==> src/sv/region_adjacency_builder_defines.svh <==
// region_adjacency_builder_defines.svh: assertion macros shared by the queue, front and back rtl files
// expects clk and rst_n to be visible in the including scope
`ifndef REGION_ADJACENCY_BUILDER_DEFINES_SVH
`define REGION_ADJACENCY_BUILDER_DEFINES_SVH

// property that must hold at every clock edge out of reset
`define RAB_ASSERT(lbl, prop, msg) \
  lbl: assert property (@(posedge clk) disable iff (!rst_n) prop) else $error(msg);

// antecedent in this cycle implies consequent in the next
`define RAB_ASSERT_NEXT(lbl, ante, cons, msg) \
  lbl: assert property (@(posedge clk) disable iff (!rst_n) (ante) |=> (cons)) \
    else $error(msg);

`endif

==> src/sv/rab_queue.sv <==
// rab_queue.sv: small register queue between the front and back ends
// uses region_adjacency_builder_defines.svh for its assertions
`include "region_adjacency_builder_defines.svh"

module rab_queue #(
  parameter int WIDTH = 8,
  parameter int DEPTH = 4
) (
  input  logic             clk,
  input  logic             rst_n,
  input  logic             push,
  input  logic [WIDTH-1:0] push_data,
  output logic             full,
  input  logic             pop,
  output logic [WIDTH-1:0] pop_data,
  output logic             empty
);

  localparam int PW = (DEPTH > 1) ? $clog2(DEPTH) : 1;
  localparam int NW = $clog2(DEPTH + 1);
  localparam logic [PW-1:0] PTR_LAST = PW'(DEPTH - 1);

  logic [WIDTH-1:0] slot_r [DEPTH];
  logic [PW-1:0]    wr_ptr_r, wr_ptr_nxt;
  logic [PW-1:0]    rd_ptr_r, rd_ptr_nxt;
  logic [NW-1:0]    count_r, count_nxt;

  assign full     = (count_r == NW'(DEPTH));
  assign empty    = (count_r == '0);
  assign pop_data = slot_r[rd_ptr_r];

  always_comb begin
    wr_ptr_nxt = wr_ptr_r;
    rd_ptr_nxt = rd_ptr_r;
    count_nxt  = count_r;
    if (push) begin
      wr_ptr_nxt = (wr_ptr_r == PTR_LAST) ? '0 : wr_ptr_r + 1'b1;
    end
    if (pop) begin
      rd_ptr_nxt = (rd_ptr_r == PTR_LAST) ? '0 : rd_ptr_r + 1'b1;
    end
    if (push && !pop) begin
      count_nxt = count_r + 1'b1;
    end else if (pop && !push) begin
      count_nxt = count_r - 1'b1;
    end
  end

  always_ff @(posedge clk) begin
    if (!rst_n) begin
      wr_ptr_r <= '0;
      rd_ptr_r <= '0;
      count_r  <= '0;
    end else begin
      wr_ptr_r <= wr_ptr_nxt;
      rd_ptr_r <= rd_ptr_nxt;
      count_r  <= count_nxt;
    end
  end

  always_ff @(posedge clk) begin
    if (push) begin
      slot_r[wr_ptr_r] <= push_data;
    end
  end

  `RAB_ASSERT(q_no_overflow, !(push && full), "queue pushed while full")
  `RAB_ASSERT(q_no_underflow, !(pop && empty), "queue popped while empty")

endmodule

==> config.mk <==
export PLATFORM = sky130hd
export DESIGN_NAME = rab_queue
export DESIGN_NICKNAME = d
export VERILOG_FILES = /design/src/sv/rab_queue.sv
export VERILOG_INCLUDE_DIRS = /design/src /design/src/sv
export SDC_FILE = /design/constraint.sdc
export NUM_CORES = 1
export LEC_CHECK = 0
export BUFFER_PORTS_ARGS = -buffer_cell sky130_fd_sc_hd__buf_2
export CELL_PAD_IN_SITES_DETAIL_PLACEMENT = 1
export CELL_PAD_IN_SITES_GLOBAL_PLACEMENT = 2
export CORE_MARGIN = 5
export CORE_UTILIZATION = 37
export DETAILED_ROUTE_END_ITERATION = 10
export HOLD_SLACK_MARGIN = 0.02
export MAX_ROUTING_LAYER = met4
export PLACE_DENSITY = 0.72
export SETUP_SLACK_MARGIN = 0.3
export SYNTH_ARGS = -nofsm -noshare
export SYNTH_HDL_FRONTEND = slang
export SYNTH_SLANG_ARGS = --single-unit
==> constraint.sdc <==
create_clock -name clk -period 1.5 [get_ports clk]
set_clock_uncertainty 0.15 [all_clocks]
set_input_delay 0.075 -clock clk [delete_from_list [all_inputs] [get_ports clk]]
set_output_delay 0.075 -clock clk [all_outputs]
set_load 0.05 [all_outputs]
Yosys cells after proc, flatten, opt, wreduce, memory -nomap -nowiden
Memory sizes are Yosys's and may differ from the RTL's. A register that Yosys moved wholly into a read port is not among the register bits.
Index checks and enable logic that the tools add are counted.
{"block": "classes", "eq_ne": 3, "n_addsub": 4, "reduce_logical": 6, "muxes": 8}
{"op": "2-bit 2-to-1 mux", "count": 4}
{"op": "3-bit 2-to-1 mux", "count": 2}
{"op": "2-bit by 1-bit adder with 2-bit output (second input constant)", "count": 2}
{"op": "2-bit equality test (second input constant)", "count": 2}
{"op": "3-bit by 1-bit adder with 3-bit output (second input constant)", "count": 1}
{"op": "3-bit equality test (second input constant)", "count": 1}
{"op": "3-bit zero test", "count": 1}
{"op": "3-bit by 1-bit subtractor with 3-bit output (second input constant)", "count": 1}
{"op": "1-bit logical AND", "count": 2}
{"op": "1-bit zero test", "count": 2}
{"op": "1-bit 2-to-1 mux", "count": 2}
{"op": "2-bit nonzero test", "count": 1}
{"block": "totals", "regBits": 7, "out_inout_bits": 10, "elab_cells": 25, "input_bits": 12, "ram_bits": 32, "memories": 1}
{"memory": "slot_r", "words": 4, "word_bits": 8, "rd": 1, "rd_clocked_by_memory_dff": 1, "write_ports": 1, "line": "rab_queue.sv:23", "source": "logic [WIDTH-1:0] slot_r [DEPTH];"}

Depth between registers and ports, before layout
Gate-level depths: netlist of the first run.
{"block": "logic_depth", "depth_word": 4, "depth_mapped": 7, "mapped_depth_nobuf": 7}

Worst setup path after synthesis of the first run
Ideal clock, no wire load.
{"block": "synth_path", "kind": "reg-to-output", "from": "register count_r[1]", "to": "output full", "t_arrival_ns": 1.502, "required_time_ns": 1.275, "path_stages_with_launch": 2, "setup_slack_ns": -0.227, "path_buffers": 0, "cell_sequence": "dfxtp_1 -> nor3b_1"}
{"block": "synth_between", "elab_chain_len": 1}
{"item": "start, declared", "line": "rab_queue.sv:26", "source": "logic [NW-1:0] count_r, count_nxt;"}
{"item": "start signal, assigned", "line": "rab_queue.sv:57", "source": "count_r <= count_nxt;"}
{"item": "3-bit equality test", "line": "rab_queue.sv:28", "source": "assign full = (count_r == NW'(DEPTH));"}
{"item": "end, declared", "line": "rab_queue.sv:13", "source": "output logic full,"}
Every way passes these cells.

==> summary.md, run 1 <==
| Metric | Value |
|---|---|
| WL per Instance | 17.39 µm |
| Failing checks | negative setup slack |
| Worst reg2reg endpoint | count_r[2] |
| Pre-antenna DRT Iters | 4 |
| Root buf cell | clkbuf_8 |
| DR vias | 890 |
| Yosys warns | 0 |
| Hold slack | a little under 0.09 ns |
| PD cells | ~1200 nW/µm² |
| Number of synthesized flops with an enable pin | 32 |
| Worst Setup Start Kind | flop |
| Simple-gate area share of the yosys netlist | 0.05577 |
| DP Area | 1887 µm² |
| Post-Syn Nets | 105 |
| Crit path largest cell delay | 0.52 ns |
| Worst vdd ir | 717.6 µV |
| Cell Count Post-Placement | between 150 and 200 |
| Compound-cell area share of the yosys netlist | 0.01239 |
| Mux share of post-synthesis cell area | 0.1363 |
| Nets | 152 |
| Final setup viols | 9 |
| Worst setup margin | -0.1783 ns |
| Remaining Overflow, GRT | 0 |
| Total chip power | ~2.8 mW |
| GRT Util Overall | 0.1278 |
| Top Ports | 22 |
| Worst Setup EP | pop_data[5] |
| First-pass GRT wire length | 5395 µm |
| Worst hold path type | in -> reg |
| Synth Area in Adders | 0.05887 |
| Req. time, crit path | between 1 and 1.5 ns |
| Core box area | 4294 µm² |
| Clock transition at path regs | ~0.070 ns |
| Final setup TNS | -1.403 ns |
| Flops & latches, synth | around 40 |
| Final slew viol count | 0 |
| Leak | 0.8313 nW |
| Final instance area | 2282 µm² |
| Die area | a little under 6000 µm² |
| P&R area growth vs syn | 41.29% |
| RSZ-0062 raised after global routing | yes |
| CTS Sinks | 41 |
| Initial DRC count | 46 |
| Critical Path Sink Type | output pin |
| Final min period | between 1.5 and 2 ns |
| CTS tree | yes |
| Starting Density | 0.3762 |
| Largest net degree at the start of global routing | 14 |
| Clock Path Buffers | 2 |
| Tightest Pin Transition | 0.2801 ns |
| Max_slew headroom | 0.8113 |
| Outcome | finished, violations left |
| Vias/cell | 4.785 |
| Main combinational cell family by area after synthesis | multiplexers |
| Post-synthesis xor/xnor area fraction | 0.01084 |
| Dominant cells by area after synthesis | edfxtp_1, dfxtp_1, mux4_2, ha_1, mux2i_1 |
| Share of the yosys chip area belonging to registers | 0.7064 |
| DRC | 0 |
| Top FF cell, synth | edfxtp_1 |
| Initial antenna violation count | 0 |
| Area leader, netlist | edfxtp_1 |
| Register area | between 1000 and 1500 µm² |
| Layout filler cell count | 407 |
| Vias in the first global route | 1,015 |
| Post-synth cell types | 20 |
| Largest fanout on the critical path | 8 |
| Launching point of the worst reg2reg path | count_r[1] |
| Top cell type's share of synthesized area | 0.5949 |
| CP Cell Sequence | buf_12 > mux4_2 > buf_6 |
| Multi-input gate area | 546.8 µm² |
| CTS HTree Levels | 2 |
| Clock buffer count from CTS | 5 |
| Fmax | 595.8 MHz |
| Critical Path AT | 1.45 ns |
| Antenna viol nets, final | 0 |
| Fin cells | 186 |
| Maximum capacitance violations | 0 |
| Critical Path Slowest Stage Cell | mux4_2 |
| Crit path kind | reg -> out |
| Hpwl dp | between 2000 and 2500 µm |
| Cells after Synth | 86 |
| Reg2Reg Depth | 4 |
| Fin crit share | 1.119 |
| Diode count | 0 |
| GPL Wtd Cong | between 0.7 and 0.8 |
| Core Rows | 24 |
| PortBufs | 21 |
| Reg2reg setup slack | -0.06 ns |
| Die W | 76.08 µm |
| Most common cell in the synthesized netlist | edfxtp_1 |
| Layout cells sized above 1 | 0.5299 |
| Routed WL | 3234 µm |
| Clk_lat worst skew | 0.28 ns |
| Die H | 76.08 µm |
| Syn avg cell area | 18.78 µm² |
| List of most frequent post-synthesis cells | edfxtp_1, dfxtp_1, mux4_2, ha_1 |
| Final Hold Fails | 0 |
| Mapped Area | 1615 µm² |
| Synth async-reset ratio | 0 |
registers in the layout, indices dropped and copies added (netlist names), named ones only:
| register | cells |
|---|---|
| slot_r | 32 |
| rd_ptr_r | 2 |
| wr_ptr_r | 2 |
| count_r | 3 |
logic make-up (layout without fill, tap and decap cells):
group	Yosys count	count (layout)
adders and majority gates	7	7
AOI/OAI and AO/OA	3	3
xor gates and xnor gates	2	2
and+or+nand+nor	15	15
DFF	41	41
buffers and inverters	6	54
muxes	12	12
routing by layer:
metal / GRT usage / vias up / routed length [µm]
met1: 0.1305 / 449 / 1243
met2: 0.2286 / 19 / 1806
met3: 0.03546 / 4 / 131
met4: 0.05245 / 0 / 51
li1: - / 418 / -
met5: - / - / 0
placed cells by master, fill, tap and decap left out, drive strengths merged:
cell and instances:
buf 33, inv 4, xnor2 1, fa 1, xor2 1, o21ai 1, bufinv 1, o21a 1
nor3 2, dlygate4sd3 9, dfxtp 9, clkinv 1, nor2 1, mux4 8, edfxtp 32, and2 5
a21boi 1, or3 1, nor3b 1, clkbuf 6, nor2b 5, ha 6, mux2i 4
worst max-delay path, delay by kind of cell (launching register included):
kind	cells	cell delay [ns]
mux	1	0.52
buf+inv	2	0.31
flops	1	0.34
layout make-up:
| class | count | share of cell area |
|---|---|---|
| clock buffer | 6 | 0.03180 |
| multi-input combinational | 39 | 0.2396 |
| timing repair buffer | 42 | 0.1700 |
| tap | 52 | 0.02851 |
| inverter | 4 | 0.008772 |
| clock inverter | 2 | 0.01535 |
| sequential | 41 | 0.5060 |
power by group:
group	switching (mW)	total, mW	internal [mW]
sequential	0.0444	1.34	1.29
clock	0.355	0.848	0.494
combinational	0.333	0.631	0.299
total	0.732	2.82	2.09
what timing repair did:
action,CTS,global route
endpoints found under the hold margin,41,0
hold buffers,9,0
pin swaps,4,4
gates resized for setup,38,6
buffers inserted,3,2
setup endpoints to repair,44,44
per-stage QoR:
step	util	setup slack [ns]
finish	0.5315	-0.1783
global placement	0.4394	-0.08294
CTS	0.5227	-0.1995
detailed placement	0.4394	-0.1579
global route	0.5315	-0.2435
floorplan	-	0.04584
how the worst min path moves through the flow:
stage	cells after the start	start	to
finish	4	pop	rd_ptr_r[1]
global route	4	pop	flop
CTS	4	pop	rd_ptr_r[1]
detailed placement	1	push_data[1]	slot_r[2][1]
global placement	1	push_data[4]	slot_r[3][4]
floorplan	0	push_data[0]	slot_r[0][0]
Power figures use the tool's default switching activity.
==> run 2: changes to the inputs <==
--- a/config.mk
+++ b/config.mk
@@ -10,11 +10,12 @@
 export CELL_PAD_IN_SITES_DETAIL_PLACEMENT = 1
 export CELL_PAD_IN_SITES_GLOBAL_PLACEMENT = 2
 export CORE_MARGIN = 5
-export CORE_UTILIZATION = 37
+export CORE_UTILIZATION = 40
 export DETAILED_ROUTE_END_ITERATION = 10
 export HOLD_SLACK_MARGIN = 0.02
 export MAX_ROUTING_LAYER = met4
-export PLACE_DENSITY = 0.72
+export PLACE_DENSITY = 0.74
+export REMOVE_ABC_BUFFERS = 1
 export SETUP_SLACK_MARGIN = 0.3
 export SYNTH_ARGS = -nofsm -noshare
 export SYNTH_HDL_FRONTEND = slang
==> constraint.sdc (replaced) <==
create_clock -name clk -period 2.1 [get_ports clk]
set_clock_uncertainty 0.15 [all_clocks]
set_input_delay 0.105 -clock clk [delete_from_list [all_inputs] [get_ports clk]]
set_output_delay 0.105 -clock clk [all_outputs]
set_load 0.05 [all_outputs]
==> run 2 against run 1 <==
The run now ends clean. Critical path type unchanged. Die area is 6.5% lower. Worst setup slack better by 0.54 ns. Critical path depth stayed put. Register-to-register slack better by 0.53 ns. Routed wire length is 12% lower. Combinational power is 48% lower. Final cell count is 7.0% lower. Flip-flop and latch count stayed put. Power is 37% lower. Clock-buffer cell count stayed put. Worst hold slack worse by 0.044 ns. Core utilization is 2.8 points lower.
==> summary.md, run 2 (synthesis results as in run 1) <==
| Metric | Value |
|---|---|
| Final setup TNS | 0 ns |
| First-pass GRT wire length | 4560 µm |
| Routed WL | around 2900 µm |
| Layout filler cell count | 394 |
| Layout cells sized above 1 | 0.3089 |
| RSZ-0062 raised after global routing | no |
| Launching point of the worst reg2reg path | count_r[0] |
| Fin crit share | 0.8296 |
| Top Ports | 22 |
| Worst hold path type | in -> reg |
| DP Area | 1774 µm² |
| Worst reg2reg endpoint | count_r[2] |
| Antenna viol nets, final | 0 |
| Core Util, Final | 0.5032 |
| Req. time, crit path | about 1.9 ns |
| Core Rows | 23 |
| Initial antenna violation count | 0 |
| Remaining Overflow, GRT | 0 |
| Pre-antenna DRT Iters | 4 |
| PD cells | just under 900 nW/µm² |
| Fmax | 574.0 MHz |
| Critical Path AT | 1.49 ns |
| Reg2Reg Depth | 4 |
| Final instance area | roughly 2000 µm² |
| Hpwl dp | roughly 2000 µm |
| Initial DRC count | 45 |
| Reg2reg setup slack | 0.47 ns |
| Worst Setup Start Kind | flop |
| Top Layer Used | met4 |
| Largest net degree at the start of global routing | 13 |
| Family with the most delay on the worst path | multiplexers |
| Outcome | finished, final reports clean |
| Post-CTS setup buffer count | 0 |
| Diode count | 0 |
| Largest registers | slot_r x32, count_r x3 |
| Starting Density | 0.4067 |
| P&R area growth vs syn | 23.70% |
| Critical Path Sink Type | output pin |
| Met1 wire length | 1111 µm |
| Hold path endpoint | wr_ptr_r[1] |
| Final Hold Fails | 0 |
| Crit path kind | reg -> out |
| Vias in the first global route | 948 |
| Die W | 73.55 µm |
| Final min period | 1.742 ns |
| Leak | between 0.7 and 0.8 nW |
| Hold path startpoint | push |
| PortBufs | 21 |
| CP Cell Sequence | buf_6 > mux4_2 > buf_4 |
| Final setup viols | 0 |
| Met2 routed WL | around 1500 µm |
| WL per Instance | 16.47 µm |
| DR vias | approximately 840 |
| CTS Sinks | approximately 40 |
| Most flops, register | slot_r |
| Max_slew headroom | 0.6927 |
| Worst vdd ir | 592.2 µV |
| Multi-input gate area | 442.9 µm² |
| WL met3 | between 150 and 200 µm |
| DRC | 0 |
| Hold Path Stages | 3 |
| Clk_lat worst skew | about 0.29 ns |
| Leading cell type in the layout, fill and taps excluded | edfxtp_1 |
| Crit path largest cell delay | 0.51 ns |
| GRT Util Overall | 0.1218 |
| Vias/cell | 4.873 |
| Clock buffer count from CTS | 5 |
| Tightest Pin Transition | between 0.4 and 0.5 ns |
| Die area | 5409 µm² |
| Commonest non-fill, non-tap cells in the layout | edfxtp_1, buf_2, dlygate4sd3_1 |
| Max reg flops | 32 |
| Clock transition at path regs | 0.07 ns |
| GPL Wtd Cong | 0.7478 |
| Largest fanout on the critical path | 8 |
| CTS tree | yes |
| Maximum capacitance violations | 0 |
| Register area | 1142 µm² |
| Buffers & Inverters on Critical Path | 2 |
| CTS HTree Levels | 2 |
| Die H | 73.55 µm |
| Final slew viol count | 0 |
| Core box area | 3971 µm² |
| Critical Path Slowest Stage Cell | mux4_2 |
| Root buf cell | clkbuf_8 |
| Nets | 141 |
| Clock Path Buffers | 2 |
[run 2: cell count changes in the layout (fill, tap and decap cells not counted), moves of 3 or more]
cell     delta
and2_1      +4
and2_4      -4
buf_4       -4
buf_6       -8
dfxtp_1     +4
dfxtp_4     -3
ha_1        +5
ha_4        -5
inv_1       +4
[run 2: final cells by class]
| cell class | count | area share |
|---|---|---|
| clock inverter | 2 | 0.005009 |
| timing repair buffer | 31 | 0.1265 |
| multi-input combinational | 39 | 0.2217 |
| sequential | 41 | 0.5717 |
| inverter | 4 | 0.007514 |
| clock buffer | 6 | 0.03632 |
| tap | 50 | 0.03131 |
[run 2: timing repair]
item	in CTS	in global routing
setup endpoints to repair	8	8
endpoints found under the hold margin	41	0
pin swaps	0	0
gates resized for setup	4	18
gates cloned	0	0
hold buffers	9	0
[run 2: power breakdown]
group | switching (mW) | internal, mW | total [mW]
registers | 0.0297 | 0.923 | 0.953
logic | 0.194 | 0.132 | 0.326
clock network | 0.255 | 0.230 | 0.485
[run 2: worst min-delay path, delay by kind of cell]
family	cells	cell delay [ns]
buf+inv	1	0.16
mux	1	0.09
simple gates	1	0.09
[run 2: per-stage QoR]
step | power (mW) | hold slack (ns) | setup slack, ns | cells
global placement | 1.251 | 0.1660 | 0.4079 | 156
CTS | 1.759 | 0.04857 | 0.3043 | 173
global route | 1.851 | 0.04581 | 0.2972 | 173
finish | 1.764 | 0.04408 | 0.3578 | 173
detailed placement | 1.262 | 0.1748 | 0.3450 | 156
floorplan | 1.178 | 0.05387 | 0.3432 | 84
[run 2: metal layers]
metal	GRT usage	vias to the layer above
met5	-	-
li1	-	399
met2	0.2087	24
met1	0.1293	416
met3	0.04378	4
met4	0.04225	0
[run 2: how the worst max path moves through the flow]
stage                        to  slack (ns)  cells past startpoint
finish              pop_data[1]        0.36                      3
global route        pop_data[1]        0.30                      3
CTS                 pop_data[6]        0.30                      3
detailed placement   count_r[2]        0.35                      8
global placement     count_r[2]        0.41                      8
floorplan                  full        0.34                      1
